<file path="src/rtl/pfrt_pkg.sv">
// ============================================================================
// pfrt_pkg
// Shared types and constants of the port-forwarding rule table.
// ============================================================================
package pfrt_pkg;

  // Number of rule slots in the table
  localparam int TABLE_ENTRIES = 16;

  // Slot index width (at least one bit)
  localparam int IDX_W = (TABLE_ENTRIES > 1) ? $clog2(TABLE_ENTRIES) : 1;

  // Index of the last slot
  localparam logic [IDX_W-1:0] LAST_IDX = IDX_W'(TABLE_ENTRIES - 1);

  // Stream payload widths
  localparam int IN_DATA_W  = 40;  // proto, guest_port, host_port_num, padded
  localparam int OUT_DATA_W = 8;   // status, slot, padded
  localparam int SLOT_W     = 4;

  // Request kinds carried in in_tuser
  localparam logic MODE_ADD    = 1'b0;
  localparam logic MODE_REMOVE = 1'b1;

  // Result status codes
  typedef enum logic [2:0] {
    ST_ADDED     = 3'd0,
    ST_DUP_GUEST = 3'd1,
    ST_DUP_HOST  = 3'd2,
    ST_FULL      = 3'd3,
    ST_REMOVED   = 3'd4,
    ST_NOT_FOUND = 3'd5
  } pfrt_status_t;

  // One stored rule, without its valid bit
  typedef struct packed {
    logic        proto;
    logic [15:0] guest_port;
    logic [15:0] host_side_port;
  } pfrt_entry_t;

  // Controller to datapath commands
  typedef struct packed {
    logic             start;    // capture request, clear walk tracking
    logic             rd_en;    // read one slot
    logic [IDX_W-1:0] rd_addr;  // slot to read
    logic             commit;   // update table, load result register
  } pfrt_cmd_t;

  // Datapath to controller status
  typedef struct packed {
    logic out_busy;  // result register holds a transaction not yet taken
  } pfrt_stat_t;

endpackage

</file>
<file path="src/rtl/pfrt_ctrl.sv">
// ============================================================================
// pfrt_ctrl
// Sequencer: accept a request, walk every slot, then commit the result.
// ============================================================================
module pfrt_ctrl (
  input  logic                clk,
  input  logic                rst_n,
  input  logic                in_tvalid,
  output logic                in_tready,
  input  pfrt_pkg::pfrt_stat_t stat,
  output pfrt_pkg::pfrt_cmd_t  cmd
);
  import pfrt_pkg::*;

  typedef enum logic [1:0] {
    S_IDLE,
    S_WALK,
    S_DRAIN,
    S_FINISH
  } state_t;

  state_t           state_r, state_nxt;
  logic [IDX_W-1:0] cnt_r, cnt_nxt;
  logic             commit_ok;

  assign commit_ok = (state_r == S_FINISH) && !stat.out_busy;
  assign in_tready = (state_r == S_IDLE);

  always_comb begin
    cmd.start   = (state_r == S_IDLE) && in_tvalid;
    cmd.rd_en   = (state_r == S_WALK);
    cmd.rd_addr = cnt_r;
    cmd.commit  = commit_ok;
  end

  always_comb begin
    state_nxt = state_r;
    cnt_nxt   = cnt_r;
    unique case (state_r)
      S_IDLE: begin
        cnt_nxt = '0;
        if (in_tvalid) begin
          state_nxt = S_WALK;
        end
      end
      S_WALK: begin
        if (cnt_r == LAST_IDX) begin
          state_nxt = S_DRAIN;
        end else begin
          cnt_nxt = cnt_r + 1'b1;
        end
      end
      S_DRAIN: begin
        state_nxt = S_FINISH;
      end
      S_FINISH: begin
        if (commit_ok) begin
          state_nxt = S_IDLE;
        end
      end
      default: begin
        state_nxt = S_IDLE;
      end
    endcase
  end

  always_ff @(posedge clk) begin
    if (!rst_n) begin
      state_r <= S_IDLE;
      cnt_r   <= '0;
    end else begin
      state_r <= state_nxt;
      cnt_r   <= cnt_nxt;
    end
  end

endmodule

</file>
<file path="src/rtl/pfrt_dpath.sv">
// ============================================================================
// pfrt_dpath
// Rule storage, per-slot compare, result selection and result register.
// ============================================================================
module pfrt_dpath (
  input  logic                          clk,
  input  logic                          rst_n,
  input  logic                          req_mode,
  input  logic                          req_proto,
  input  logic [15:0]                   req_guest_port,
  input  logic [15:0]                   req_host_port_num,
  input  pfrt_pkg::pfrt_cmd_t           cmd,
  output pfrt_pkg::pfrt_stat_t          stat,
  output logic                          out_tvalid,
  input  logic                          out_tready,
  output pfrt_pkg::pfrt_status_t        res_status,
  output logic [pfrt_pkg::SLOT_W-1:0]   res_slot
);
  import pfrt_pkg::*;

  // Rule storage and valid bits
  pfrt_entry_t              mem [TABLE_ENTRIES];
  logic [TABLE_ENTRIES-1:0] valid_r;

  // Captured request
  logic        mode_r;
  pfrt_entry_t req_r;

  // Read stage
  pfrt_entry_t      rd_data_r;
  logic             rd_vld_r;
  logic             rd_en_r;
  logic [IDX_W-1:0] rd_idx_r;

  // Walk tracking
  logic             hit_r;
  pfrt_status_t     hit_code_r;
  logic [IDX_W-1:0] hit_slot_r;
  logic             empty_found_r;
  logic [IDX_W-1:0] empty_slot_r;

  // Result register
  logic         out_valid_r;
  pfrt_status_t out_status_r;
  logic [SLOT_W-1:0] out_slot_r;

  logic             proto_eq, guest_eq, host_eq;
  logic             hit_now, empty_now;
  pfrt_status_t     code_now;
  pfrt_status_t     fin_status;
  logic [IDX_W-1:0] fin_slot;
  logic             wr_en, clr_en;

  assign proto_eq = (rd_data_r.proto == req_r.proto);
  assign guest_eq = (rd_data_r.guest_port == req_r.guest_port);
  assign host_eq  = (rd_data_r.host_side_port == req_r.host_side_port);

  assign hit_now = rd_en_r && rd_vld_r && proto_eq &&
                   ((mode_r == MODE_REMOVE) ? (guest_eq && host_eq)
                                            : (guest_eq || host_eq));
  assign empty_now = rd_en_r && !rd_vld_r;

  always_comb begin
    if (mode_r == MODE_REMOVE) begin
      code_now = ST_REMOVED;
    end else if (guest_eq) begin
      code_now = ST_DUP_GUEST;
    end else begin
      code_now = ST_DUP_HOST;
    end
  end

  // Pick the final outcome once the walk is over
  always_comb begin
    wr_en      = 1'b0;
    clr_en     = 1'b0;
    fin_status = ST_FULL;
    fin_slot   = '0;
    if (hit_r) begin
      fin_status = hit_code_r;
      fin_slot   = hit_slot_r;
      clr_en     = (mode_r == MODE_REMOVE);
    end else if (mode_r == MODE_REMOVE) begin
      fin_status = ST_NOT_FOUND;
    end else if (empty_found_r) begin
      fin_status = ST_ADDED;
      fin_slot   = empty_slot_r;
      wr_en      = 1'b1;
    end
  end

  // Storage: write on commit, registered read
  always_ff @(posedge clk) begin
    if (cmd.commit && wr_en) begin
      mem[empty_slot_r] <= req_r;
    end
    if (cmd.rd_en) begin
      rd_data_r <= mem[cmd.rd_addr];
    end
  end

  // Payload registers
  always_ff @(posedge clk) begin
    if (cmd.start) begin
      mode_r                <= req_mode;
      req_r.proto           <= req_proto;
      req_r.guest_port      <= req_guest_port;
      req_r.host_side_port  <= req_host_port_num;
    end
    if (cmd.rd_en) begin
      rd_vld_r <= valid_r[cmd.rd_addr];
      rd_idx_r <= cmd.rd_addr;
    end
    if (hit_now && !hit_r) begin
      hit_code_r <= code_now;
      hit_slot_r <= rd_idx_r;
    end
    if (empty_now && !empty_found_r) begin
      empty_slot_r <= rd_idx_r;
    end
    if (cmd.commit) begin
      out_status_r <= fin_status;
      out_slot_r   <= SLOT_W'(fin_slot);
    end
  end

  // Control registers
  always_ff @(posedge clk) begin
    if (!rst_n) begin
      valid_r       <= '0;
      rd_en_r       <= 1'b0;
      hit_r         <= 1'b0;
      empty_found_r <= 1'b0;
      out_valid_r   <= 1'b0;
    end else begin
      rd_en_r <= cmd.rd_en;
      if (cmd.start) begin
        hit_r         <= 1'b0;
        empty_found_r <= 1'b0;
      end else begin
        if (hit_now) begin
          hit_r <= 1'b1;
        end
        if (empty_now) begin
          empty_found_r <= 1'b1;
        end
      end
      if (cmd.commit && wr_en) begin
        valid_r[empty_slot_r] <= 1'b1;
      end
      if (cmd.commit && clr_en) begin
        valid_r[hit_slot_r] <= 1'b0;
      end
      if (cmd.commit) begin
        out_valid_r <= 1'b1;
      end else if (out_tready) begin
        out_valid_r <= 1'b0;
      end
    end
  end

  assign stat.out_busy = out_valid_r && !out_tready;
  assign out_tvalid    = out_valid_r;
  assign res_status    = out_status_r;
  assign res_slot      = out_slot_r;

endmodule

</file>
<file path="src/rtl/port_forward_rule_table_core.sv">
// ============================================================================
// port_forward_rule_table_core
// Port-forwarding rule table with add and remove requests.
// ============================================================================
// Each input transaction is one request: add a rule or remove a rule, where a
// rule is a protocol bit, a guest port and a host port. The block walks all
// TABLE_ENTRIES slots of its rule store, one slot read per cycle through the
// single read port of the store, and answers with exactly one result
// transaction: added, duplicate guest port, duplicate host port, table full,
// removed or not found, together with the slot concerned (0 when none).
// An add is refused by the lowest valid slot of the same protocol whose guest
// port (checked first) or host port matches; otherwise it lands in the lowest
// empty slot. A remove clears the lowest valid slot matching all three fields.
// From acceptance to the result register a request goes through one read per
// slot, the compare of the last slot and the commit, so the slot walk sets the
// time. Requests are handled one at a time; the next one is accepted only after
// the previous one has committed its result. The result register holds a result
// while the next request is already accepted and walked, so a slow consumer only
// stalls the block when a second result is ready before the first was taken.
// Reset empties the table at once.
// ============================================================================
module port_forward_rule_table_core (
  input  logic                                clk,
  input  logic                                rst_n,
  // Request channel
  input  logic                                in_tvalid,
  output logic                                in_tready,
  input  logic [pfrt_pkg::IN_DATA_W-1:0]      in_tdata,   // proto, guest_port, host_port_num
  input  logic                                in_tuser,   // mode: 0 add, 1 remove
  // Result channel
  output logic                                out_tvalid,
  input  logic                                out_tready,
  output logic [pfrt_pkg::OUT_DATA_W-1:0]     out_tdata   // status, slot
);
  import pfrt_pkg::*;

  pfrt_cmd_t         cmd;
  pfrt_stat_t        stat;
  pfrt_status_t      res_status;
  logic [SLOT_W-1:0] res_slot;

  // Sequence the walk over the rule slots
  pfrt_ctrl u_ctrl (
    .clk       (clk),
    .rst_n     (rst_n),
    .in_tvalid (in_tvalid),
    .in_tready (in_tready),
    .stat      (stat),
    .cmd       (cmd)
  );

  // Hold the rules, compare each slot, register the result
  pfrt_dpath u_dpath (
    .clk               (clk),
    .rst_n             (rst_n),
    .req_mode          (in_tuser),
    .req_proto         (in_tdata[0]),
    .req_guest_port    (in_tdata[16:1]),
    .req_host_port_num (in_tdata[32:17]),
    .cmd               (cmd),
    .stat              (stat),
    .out_tvalid        (out_tvalid),
    .out_tready        (out_tready),
    .res_status        (res_status),
    .res_slot          (res_slot)
  );

  // Pack the result: status in the low bits, slot above, zero padding on top
  assign out_tdata = {{(OUT_DATA_W - 3 - SLOT_W){1'b0}}, res_slot, res_status};

endmodule
</file>
<file path="config.mk">
export PLATFORM = sky130hd
export DESIGN_NAME = port_forward_rule_table_core
export DESIGN_NICKNAME = d
export VERILOG_FILES = /design/src/rtl/pfrt_pkg.sv /design/src/rtl/pfrt_ctrl.sv /design/src/rtl/pfrt_dpath.sv /design/src/rtl/port_forward_rule_table_core.sv
export SDC_FILE = /design/constraint.sdc
export NUM_CORES = 1
export LEC_CHECK = 0
export CAP_MARGIN = 20
export CORE_AREA = 2 2 236 296
export DETAILED_ROUTE_END_ITERATION = 12
export DIE_AREA = 0 0 238 298
export DONT_BUFFER_PORTS = 1
export PLACE_DENSITY = 0.62
export SLEW_MARGIN = 40
export SYNTH_ARGS = -nofsm -noshare
export SYNTH_HDL_FRONTEND = slang
export SYNTH_SLANG_ARGS = --single-unit
</file>
<file path="constraint.sdc">
create_clock -name clk -period 13.95 [get_ports clk]
set_clock_uncertainty 0.15 [all_clocks]
set_input_delay 2.79 -clock clk [delete_from_list [all_inputs] [get_ports clk]]
set_output_delay 2.79 -clock clk [all_outputs]
set_load 0.01 [all_outputs]
</file>
Word level (Yosys, flattened, before mapping)
Memory sizes are Yosys's and may differ from the RTL's. A register that Yosys moved wholly into a read port is not among the register bits.
Index checks and enable logic that the tools add are counted.
{"block": "totals", "ff_bits": 83, "ram_bits": 528, "input_bits": 45, "out_inout_bits": 10, "elab_cells": 97, "n_memories": 1}
{"name": "u_dpath.mem", "depth": 16, "width": 33, "rd": 1, "rd_ports_with_merged_regs": 1, "write_ports": 1, "line_no": "pfrt_dpath.sv:22", "source": "pfrt_entry_t mem [TABLE_ENTRIES];"}
{"block": "op_classes", "n_addsub": 1, "magnitude_cmp": 5, "n_eq_ne": 11, "n_mux": 31, "bitwise_logic": 4, "n_reduce_logical": 26}
{"cell": "$mux 16", "n": 3}
{"cell": "$eq 16x16->1", "n": 2}
{"cell": "$and 16x16->16", "n": 1}
{"cell": "$mux 4", "n": 4}
{"cell": "$not 16->16", "n": 1}
{"cell": "$or 16x16->16", "n": 1}
{"cell": "$lt 4x5->1 const B", "n": 3}
{"cell": "$logic_and 1x1->1", "n": 14}
{"cell": "$mux 1", "n": 12}
{"cell": "$mux 2", "n": 5}
{"cell": "$demux 1 s4", "n": 2}
{"cell": "$ge 4x1->1 const B", "n": 2}
{"cell": "$pmux 2 s4", "n": 1}
{"cell": "$pmux 4 s2", "n": 1}
{"cell": "$mux 3", "n": 2}
{"cell": "$ne 2x2->1 const B", "n": 3}
{"cell": "$logic_not 1->1", "n": 5}
{"cell": "$add 4x1->4 const B", "n": 1}
{"cell": "$bmux 1 s4", "n": 1}
{"cell": "$eq 2x2->1 const B", "n": 2}
{"cell": "$eq 4x4->1 const B", "n": 1}
{"cell": "$reduce_bool 2->1", "n": 2}
{"cell": "$reduce_and 3->1", "n": 1}
{"cell": "$eq 2x1->1 const B", "n": 1}
{"cell": "7 further kinds", "n": 7}

Depth between registers and ports, before layout
Gate-level depths: netlist (run 1).
{"block": "depth", "depth_word": 9, "mapped_depth": 7, "mapped_depth_nobuf": 7}

Modules after synthesis
Synthesis (run 1) repeated with hierarchy kept, for this count alone.
{"block": "unflattened", "hier_cells": 1030, "area_unflattened_um2": 24349.6}
{"module": "pfrt_dpath", "n_inst": 1, "cells_each": 985, "area_each_um2": 23958.0}
{"module": "pfrt_ctrl", "n_inst": 1, "cells_each": 43, "area_each_um2": 380.4}
{"module": "port_forward_rule_table_core", "n_inst": 1, "cells_each": 2, "area_each_um2": 11.3}

Worst setup path after synthesis (run 1)
No wires, ideal clock.
{"block": "synth_timing", "path_kind": "input port to flip-flop", "startpoint": "input out_tready", "endpoint": "register u_dpath.valid_r[7]", "arrival_time_ps": 6586, "t_required_ps": 13731, "path_slack_ps": 7146, "path_stages": 5, "n_path_buf": 0, "path_cell_list": "nor2b_1 nor2b_1 nand4_1 nor3b_1 o221a_2"}
{"element": "start, declared", "line_no": "port_forward_rule_table_core.sv:32", "source": "input logic out_tready,"}
{"element": "end signal, assigned", "line_no": "pfrt_dpath.sv:130", "source": "valid_r <= '0;"}
{"element": "end signal, assigned by index", "line_no": "pfrt_dpath.sv:149", "source": "valid_r[empty_slot_r] <= 1'b1;"}
{"element": "end signal, assigned by index", "line_no": "pfrt_dpath.sv:152", "source": "valid_r[hit_slot_r] <= 1'b0;"}
{"element": "end, declared", "line_no": "pfrt_dpath.sv:23", "source": "logic [TABLE_ENTRIES-1:0] valid_r;"}

Worst setup path after layout (run 1)
{"block": "layout_timing", "startpoint": "input out_tready", "endpoint": "memory u_dpath.mem[8][13] (netlist bit) (enable)"}
{"block": "layout_via", "elab_chain_len": 7}
{"element": "$logic_not 1->1", "line_no": "pfrt_dpath.sv:162", "source": "assign stat.out_busy = out_valid_r && !out_tready;"}
{"element": "$logic_and 1x1->1", "line_no": "pfrt_dpath.sv:162"}
{"element": "$logic_not 1->1", "line_no": "pfrt_ctrl.sv:26", "source": "assign commit_ok = (state_r == S_FINISH) && !stat.out_busy;"}
{"element": "$logic_and 1x1->1", "line_no": "pfrt_ctrl.sv:26"}
{"element": "$logic_and 1x1->1", "line_no": "pfrt_dpath.sv:94", "source": "if (cmd.commit && wr_en) begin"}
{"element": "$mux 1", "line_no": "pfrt_dpath.sv:94"}
{"element": "$mux 1 (not written as such)", "line_no": "pfrt_dpath.sv:95", "source": "mem[empty_slot_r] <= req_r;"}
{"element": "end, declared", "line_no": "pfrt_dpath.sv:22"}
Every way passes these cells.

==> flow_summary_export.csv, run 1 <==
group,metric,value,unit
worst_setup_path,cp-start-kind,"input port",
timing,worstMarginPinSlew,0.873,ns
final_layout,drive_above_1_share,29.2,%
worst_setup_path,crit_fanout,27,
synthesis,synthTopCellsByArea,"edfxtp_1 (76%), mux4_2 (15%), dfxtp_1 (2.1%)",
clock_network,clock_sinks,644,
routing,viasPerCell,5.26,
clock_network,cts-root-buf,"clkbuf_16",
synthesis,syn-num-nets,1072,
place,gp_congestion,0.721,
power_and_ir_drop,power_frac_comb,11.0,%
final_layout,layout_common_cells,"edfxtp_1 (618), mux4_2 (167), clkbuf_16 (59)",
final_layout,finalNonFillerCells,1983,
place,post-place-ws,8.56,ns
timing,slew_violations,0,
final_layout,final_util,40.3,%
worst_setup_path,path_cells,"nor2b_1 > and3b_1 > nand3b_1 > nor3_2 > buf_4",
global_route,grt_use_total,14.1,%
flow_run,maxCapViolations,0,
power_and_ir_drop,power_switching,0.00108,W
final_layout,nets,1113,
routing,drt-total-wl,49.9,mm
worst_setup_path,arrival,4.84,ns
clock_network,clock_latency,0.61,ns
hold_path,hold_path_depth,0,
routing,ant_nets,0,
synthesis,synth_edf_count,618,
routing,drc,0,
power_and_ir_drop,p_leak,8.19,nW
die,die_w,238,µm
timing,setup_viol,0,
timing,post-route-min-period,4.76,ns
worst_setup_path,worst_ep_required_time,14.03,ns
global_route,overflow,0,
power_and_ir_drop,pwr-share-seq,54.1,%
worst_setup_path,critical-path-slowest-cell,"nor3_2",
final_layout,fillerInstances,5902,
worst_setup_path,crit_buf_inv,1,
clock_network,postCtsSetupBuffers,0,
hold_path,whs_endpoint,"u_dpath.hit_slot_r[2]",
final_layout,final_common_cell,"edfxtp_1",
die,design.core.area,0.0680,mm²
clock_network,hold_buffers,0,
timing,timing_hold_violations_final,0,
synthesis,synth_top_area_cell,"edfxtp_1",
global_route,grt_pass1_wl,74.1,mm
synthesis,synth_cells,1022,
worst_setup_path,worstRegToRegCells,4,
worst_setup_path,slowest_delay,0.73,ns
routing,num_vias,10400,
global_route,grt_pass1_vias,11100,
power_and_ir_drop,internal-power,0.00344,W
place,dpl.hpwl,25.8,mm
place,placed_cells,1875,
global_route,antenna_found_initial,6,
power_and_ir_drop,clockPowerShare,34.9,%
routing,drtIter0Drc,991,
synthesis,seq_area_frac_synth,78.2,%
timing,fin_ws,9.19,ns
power_and_ir_drop,cellPowerDensity,165,mW/mm²
clock_network,cts_tree,"yes",
timing,fmax,210,MHz
place,place_area,0.0255,mm²
worst_setup_path,reg2reg_from,"u_ctrl.cnt_r[1]",
final_layout,fin_area,0.0274,mm²
die,die_h,298,µm
hold_path,hp-class,"flip-flop to flip-flop",
synthesis,avgSynthCellArea,23.9,µm²
die,std_cell_rows,107,
synthesis,ys.flop_type,"edfxtp_1",
timing,rsz0062_at_grt,"false",
power_and_ir_drop,sw_frac_of_total,23.9,%
global_route,grt_max_degree,54,
synthesis,ys_types,44,
final_layout,areaGrowthSynthToFinish,12.5,%
die,ios,55,
routing,first_pass_iters,7,
synthesis,ys_ff_latch,644,
timing,fin_crit_sh,34.2,%
clock_network,cts.path.max_buffers,3,
routing,wl_per_cell,25.2,µm
power_and_ir_drop,peakVddDrop,0.0000863,V
synthesis,yosys_warnings,0,
synthesis,yosysTopAreaCellShare,76.1,%
die,initial_utilization,35.9,%
run_status,status,"completed",
clock_network,ctsResizeCount,0,
clock_network,h-tree-depth,2,
clock_network,clkTransAtPathRegs,0.06,ns
place,port_buffers,0,
timing,slew_headroom,41.2,%
worst_setup_path,r2r-end,"u_dpath.rd_data_r[18]",
timing,fin_tns_setup,0,ns
die,die-area,0.0709,mm²
worst_setup_path,path_class,"input port to flip-flop",
worst_setup_path,cp_top_family,"simple AND/OR/NAND/NOR gates",
synthesis,async_reset_ff_share,0,%
worst_setup_path,cp-end-kind,"flip-flop",
synthesis,syn_area,0.0244,mm²
worst_setup_path,rrSetupSlack,10.22,ns
hold_path,hp-start,"u_dpath.rd_idx_r[2]",
clock_network,cts_buffers,57,
## power by group through the flow
stage | registers (W) | logic (W) | clock network (W)
after CTS | 0.00246 | 0.000491 | 0.00161
after floorplan | 0.00242 | 0.000421 | 0
final | 0.00244 | 0.000497 | 0.00158
after global placement | 0.00249 | 0.000484 | 0
after detailed placement | 0.00250 | 0.000489 | 0
after global routing | 0.00246 | 0.000539 | 0.00168
## final cells by class
type,instances,area (µm²),area share [%]
flip-flops and latches,644,19100,69.6
multi-input cells,325,5100,18.6
clock buffers,71,1530,5.58
well taps,872,1090,3.98
clock inverters,33,324,1.18
repair buffers,29,250,0.913
inverters,6,22.5,0.0821
diodes,3,7.51,0.0274
## worst max-delay path by stage
| stage | startpoint | end | slack (ns) | cells past startpoint |
|---|---|---|---|---|
| after CTS | out_tready | u_dpath.mem[7][19] | 9.19 | 5 |
| after global placement | out_tready | u_dpath.mem[4][5] | 8.45 | 5 |
| after detailed placement | out_tready | u_dpath.mem[7][13] | 8.56 | 5 |
| after floorplan | out_tready | u_dpath.valid_r[7] | 7.15 | 5 |
| after global routing | out_tready | u_dpath.mem[7][19] | 9.04 | 5 |
| final | out_tready | u_dpath.mem[8][13] | 9.19 | 5 |
## kinds of logic (layout without fill, tap and decap cells)
kind of cell             Yosys count  after routing  share of synthesized area, %
other                              1              4                        0.0154
AO/OA/AOI/OAI                     31             31                          1.21
flip-flops                       644            644                          78.2
adder cells (fa/ha/maj)            6              6                         0.298
multiplexers                     173            173                          15.9
XOR/XNOR                          33             33                          1.19
buffers and inverters             53            139                          1.33
AND/OR/NAND/NOR                   81             81                          1.84
## synth_stat cells, types with 2 or more instances
| cell type | count |
|---|---|
| edfxtp_1 | 618 |
| mux4_2 | 167 |
| xor2_1 | 32 |
| dfxtp_1 | 26 |
| clkbuf_1 | 19 |
| nor2_1 | 17 |
| o221a_2 | 16 |
| buf_6 | 13 |
| nand2_1 | 8 |
| nor4_1 | 8 |
| buf_2 | 7 |
| nand2b_1 | 7 |
| nand3_1 | 7 |
| nor3_1 | 7 |
| buf_1 | 6 |
| inv_1 | 6 |
| ha_1 | 5 |
| nor2b_1 | 5 |
| a22o_1 | 4 |
| and2_1 | 4 |
| nand3b_1 | 4 |
| nand4_1 | 4 |
| nor3b_1 | 4 |
| a21oi_1 | 3 |
| mux4_1 | 3 |
| a2111oi_0 | 2 |
| mux2_2 | 2 |
| or2_2 | 2 |
## layer usage
layer  share of wire (%)  track usage (%)
met5                0.11                0
met4                 1.9             3.79
met3                 4.7             2.25
met2                  52             24.5
met1                  41             18.5
## sequential cells by signal, indices dropped and copies added (netlist names), 2 cells and up
register and cells:
u_ctrl.cnt_r 4, u_dpath.hit_code_r 3, u_dpath.valid_r 16, u_dpath.req_r 33, u_dpath.empty_slot_r 4, u_dpath.res_status 3
u_dpath.rd_data_r 33, u_dpath.hit_slot_r 4, u_dpath.mem 528, u_ctrl.state_r 2, u_dpath.rd_idx_r 4, u_dpath.res_slot 4
## per-stage QoR
step                      total power [W]  hold slack, ns
after floorplan                   0.00284           0.253
after global placement            0.00297           0.278
after detailed placement          0.00299           0.280
after CTS                         0.00457           0.293
after global routing              0.00468           0.304
final                             0.00452           0.295
Power figures use the tool's default switching activity.
==> inputs of run 2 (changes only) <==
- ABC_AREA: default -> 1
- CORE_AREA: 2 2 236 296 -> 2 2 243 305
- DIE_AREA: 0 0 238 298 -> 0 0 245 307
- clock period: 13.95 -> 4.42 ns (I/O delays scaled with it)
==> run 2 against run 1 <==
Net effect:
- setup slack worse by 7.6 ns
- flip-flop and latch count did not move
- clock power rose to 3.0 times the previous value
- die area is 6.1% higher
- critical path depth is 5 higher
==> flow_summary_export.csv, run 2 <==
group,metric,value,unit
synthesis,ys.flop_type,"edfxtp_1",
final_layout,areaGrowthSynthToFinish,11.4,%
flow_run,maxCapViolations,0,
die,initial_utilization,35.6,%
routing,viasPerCell,5.05,
timing,post-route-min-period,2.79,ns
synthesis,seq_area_frac_synth,73.8,%
clock_network,cts-root-buf,"clkbuf_16",
routing,drtIter0Drc,1163,
power_and_ir_drop,power,0.0149,W
clock_network,cts_buffers,58,
synthesis,syn-num-nets,1860,
global_route,grt_use_total,15.0,%
timing,worstMarginPinSlew,0.805,ns
timing,setup_viol,0,
die,ios,55,
die,die_h,307,µm
final_layout,largest_reg_flops,528,
die,die_w,245,µm
routing,ant_nets,0,
final_layout,multi_input_area,0.00544,mm²
hold_path,hp-class,"input port to flip-flop",
worst_setup_path,cp_top_family,"simple AND/OR/NAND/NOR gates",
routing,first_pass_iters,5,
clock_network,cts.path.max_buffers,3,
final_layout,fin_area,0.0288,mm²
synthesis,synth_top_area_cell,"edfxtp_1",
synthesis,async_reset_ff_share,0,%
final_layout,drive_above_1_share,10.9,%
timing,fin_tns_setup,0,ns
worst_setup_path,critical-path-slowest-cell,"edfxtp_1",
timing,slew_headroom,46.2,%
clock_network,clock_latency,0.60,ns
synthesis,ys_top_cells_by_count,"edfxtp_1 (618), a21oi_1 (150), inv_1 (142), mux2i_1 (136), o211ai_1 (136)",
synthesis,synthTopCellsByArea,"edfxtp_1 (72%), mux2i_1 (5.3%), o211ai_1 (3.9%)",
final_layout,layout_common_cells,"edfxtp_1 (618), a21oi_1 (150), inv_1 (141)",
clock_network,postCtsSetupBuffers,0,
routing,drc,0,
final_layout,fillerInstances,6532,
clock_network,clkTransAtPathRegs,0.07,ns
routing,drt-total-wl,56.4,mm
worst_setup_path,cpMostUsedCell,"nand2_1",
synthesis,ys_ff_latch,644,
synthesis,synth_cells,1810,
synthesis,syn_area,0.0259,mm²
worst_setup_path,path_class,"flip-flop to flip-flop",
power_and_ir_drop,p_leak,9.31,nW
clock_network,hold_buffers,0,
power_and_ir_drop,cellPowerDensity,519,mW/mm²
routing,wl_per_cell,20.0,µm
place,dpl.hpwl,29.4,mm
worst_setup_path,crit_fanout,18,
timing,fmax,358,MHz
timing,timing_hold_violations_final,0,
final_layout,regMostFlops,"u_dpath.mem",
run_status,status,"completed",
clock_network,h-tree-depth,2,
clock_network,cts_tree,"yes",
timing,slew_violations,0,
synthesis,yosysTopAreaCellShare,71.8,%
timing,fin_crit_sh,63.2,%
synthesis,ys_types,38,
final_layout,final_util,39.6,%
synthesis,synth.most_common_cell,"edfxtp_1",
global_route,overflow,0,
synthesis,yosys_warnings,0,
die,design.core.area,0.0726,mm²
power_and_ir_drop,peakVddDrop,0.000317,V
global_route,grt_max_degree,89,
clock_network,clock_sinks,644,
final_layout,reg.largest.list,"u_dpath.mem x528, u_dpath.rd_data_r x33, u_dpath.req_r x33",
final_layout,final_common_cell,"edfxtp_1",
worst_setup_path,cp-end-kind,"flip-flop",
timing,whs,0.220,ns
final_layout,nets,1861,
global_route,grt_pass1_vias,14100,
worst_setup_path,slowest_delay,0.69,ns
global_route,grt_pass1_wl,85.4,mm
routing,num_vias,14200,
place,place_area,0.0270,mm²
global_route,antenna_found_initial,10,
worst_setup_path,worst_ep_required_time,4.50,ns
timing,rsz0062_at_grt,"false",
die,std_cell_rows,111,
worst_setup_path,cp-start-kind,"flip-flop",
place,gp_congestion,0.792,
worst_setup_path,rrSetupSlack,1.63,ns
synthesis,avgSynthCellArea,14.3,µm²
worst_setup_path,path_cells,"inv_1 > nand2_1 > nand2_1 > nor2_1 > nand2_1 > nor2_1 > nand3_1 > nand2_1 > nand2_1 > nor2_1",
worst_setup_path,arrival,2.88,ns
final_layout,final-seq-area,0.0191,mm²
place,port_buffers,0,
die,die-area,0.0752,mm²
synthesis,synth_edf_count,618,
worst_setup_path,crit_buf_inv,1,
clock_network,ctsResizeCount,0,
==> run 2: final cells by class <==
cell class / instances / share of cell area (%)
sequential: 644 / 66.3
multi-input combinational: 865 / 18.9
clock buffer: 68 / 5.24
tap: 960 / 4.17
inverter: 201 / 2.80
timing repair buffer: 41 / 1.59
clock inverter: 37 / 0.999
antenna: 2 / 0.0174
==> run 2: kinds of logic (layout without fill, tap and decap cells) <==
group,Yosys count,in the layout,share of synthesized area [%]
other cells,1,3,0.0145
xor+xnor,17,17,0.576
compound gates,495,495,11.0
fa+ha+maj,5,5,0.242
buf+inv,301,347,5.67
simple gates,211,211,3.43
flops,644,644,73.8
mux,136,136,5.26
==> run 2: final timing paths <==
path / start / end / depth (start not counted)
setup / recovery: u_dpath.req_r[22] / u_dpath.hit_slot_r[2] / 10
setup reg to reg: u_dpath.req_r[22] / u_dpath.hit_slot_r[2] / 10
hold / removal: in_tdata[5] / u_dpath.req_r[20] / 0
hold reg to reg: u_dpath.rd_idx_r[3] / u_dpath.hit_slot_r[3] / 0
==> run 2: power by group <==
group / internal, W / total [W] / switching [W] / leakage (nW)
combinational: 0.000957 / 0.00246 / 0.00151 / 2.64
sequential: 0.00726 / 0.00767 / 0.000407 / 5.79
clock: 0.00267 / 0.00480 / 0.00213 / 0.880
==> run 2: routing by layer <==
layer  track usage, %  wire [µm]  vias up
met5                0        103        -
met4             5.09       1550       14
met3             2.34       2810      115
met2             26.7      28800      362
met1             18.4      23100     7053
li1                 -          -     6693
==> run 2: metrics by stage <==
step | cells | setup WS, ns
final | 2818 | 1.63
after global routing | 2816 | 1.37
after CTS | 2814 | 1.56
after detailed placement | 2709 | 1.21
after global placement | 2708 | 1.26
after floorplan | 1810 | 0.882
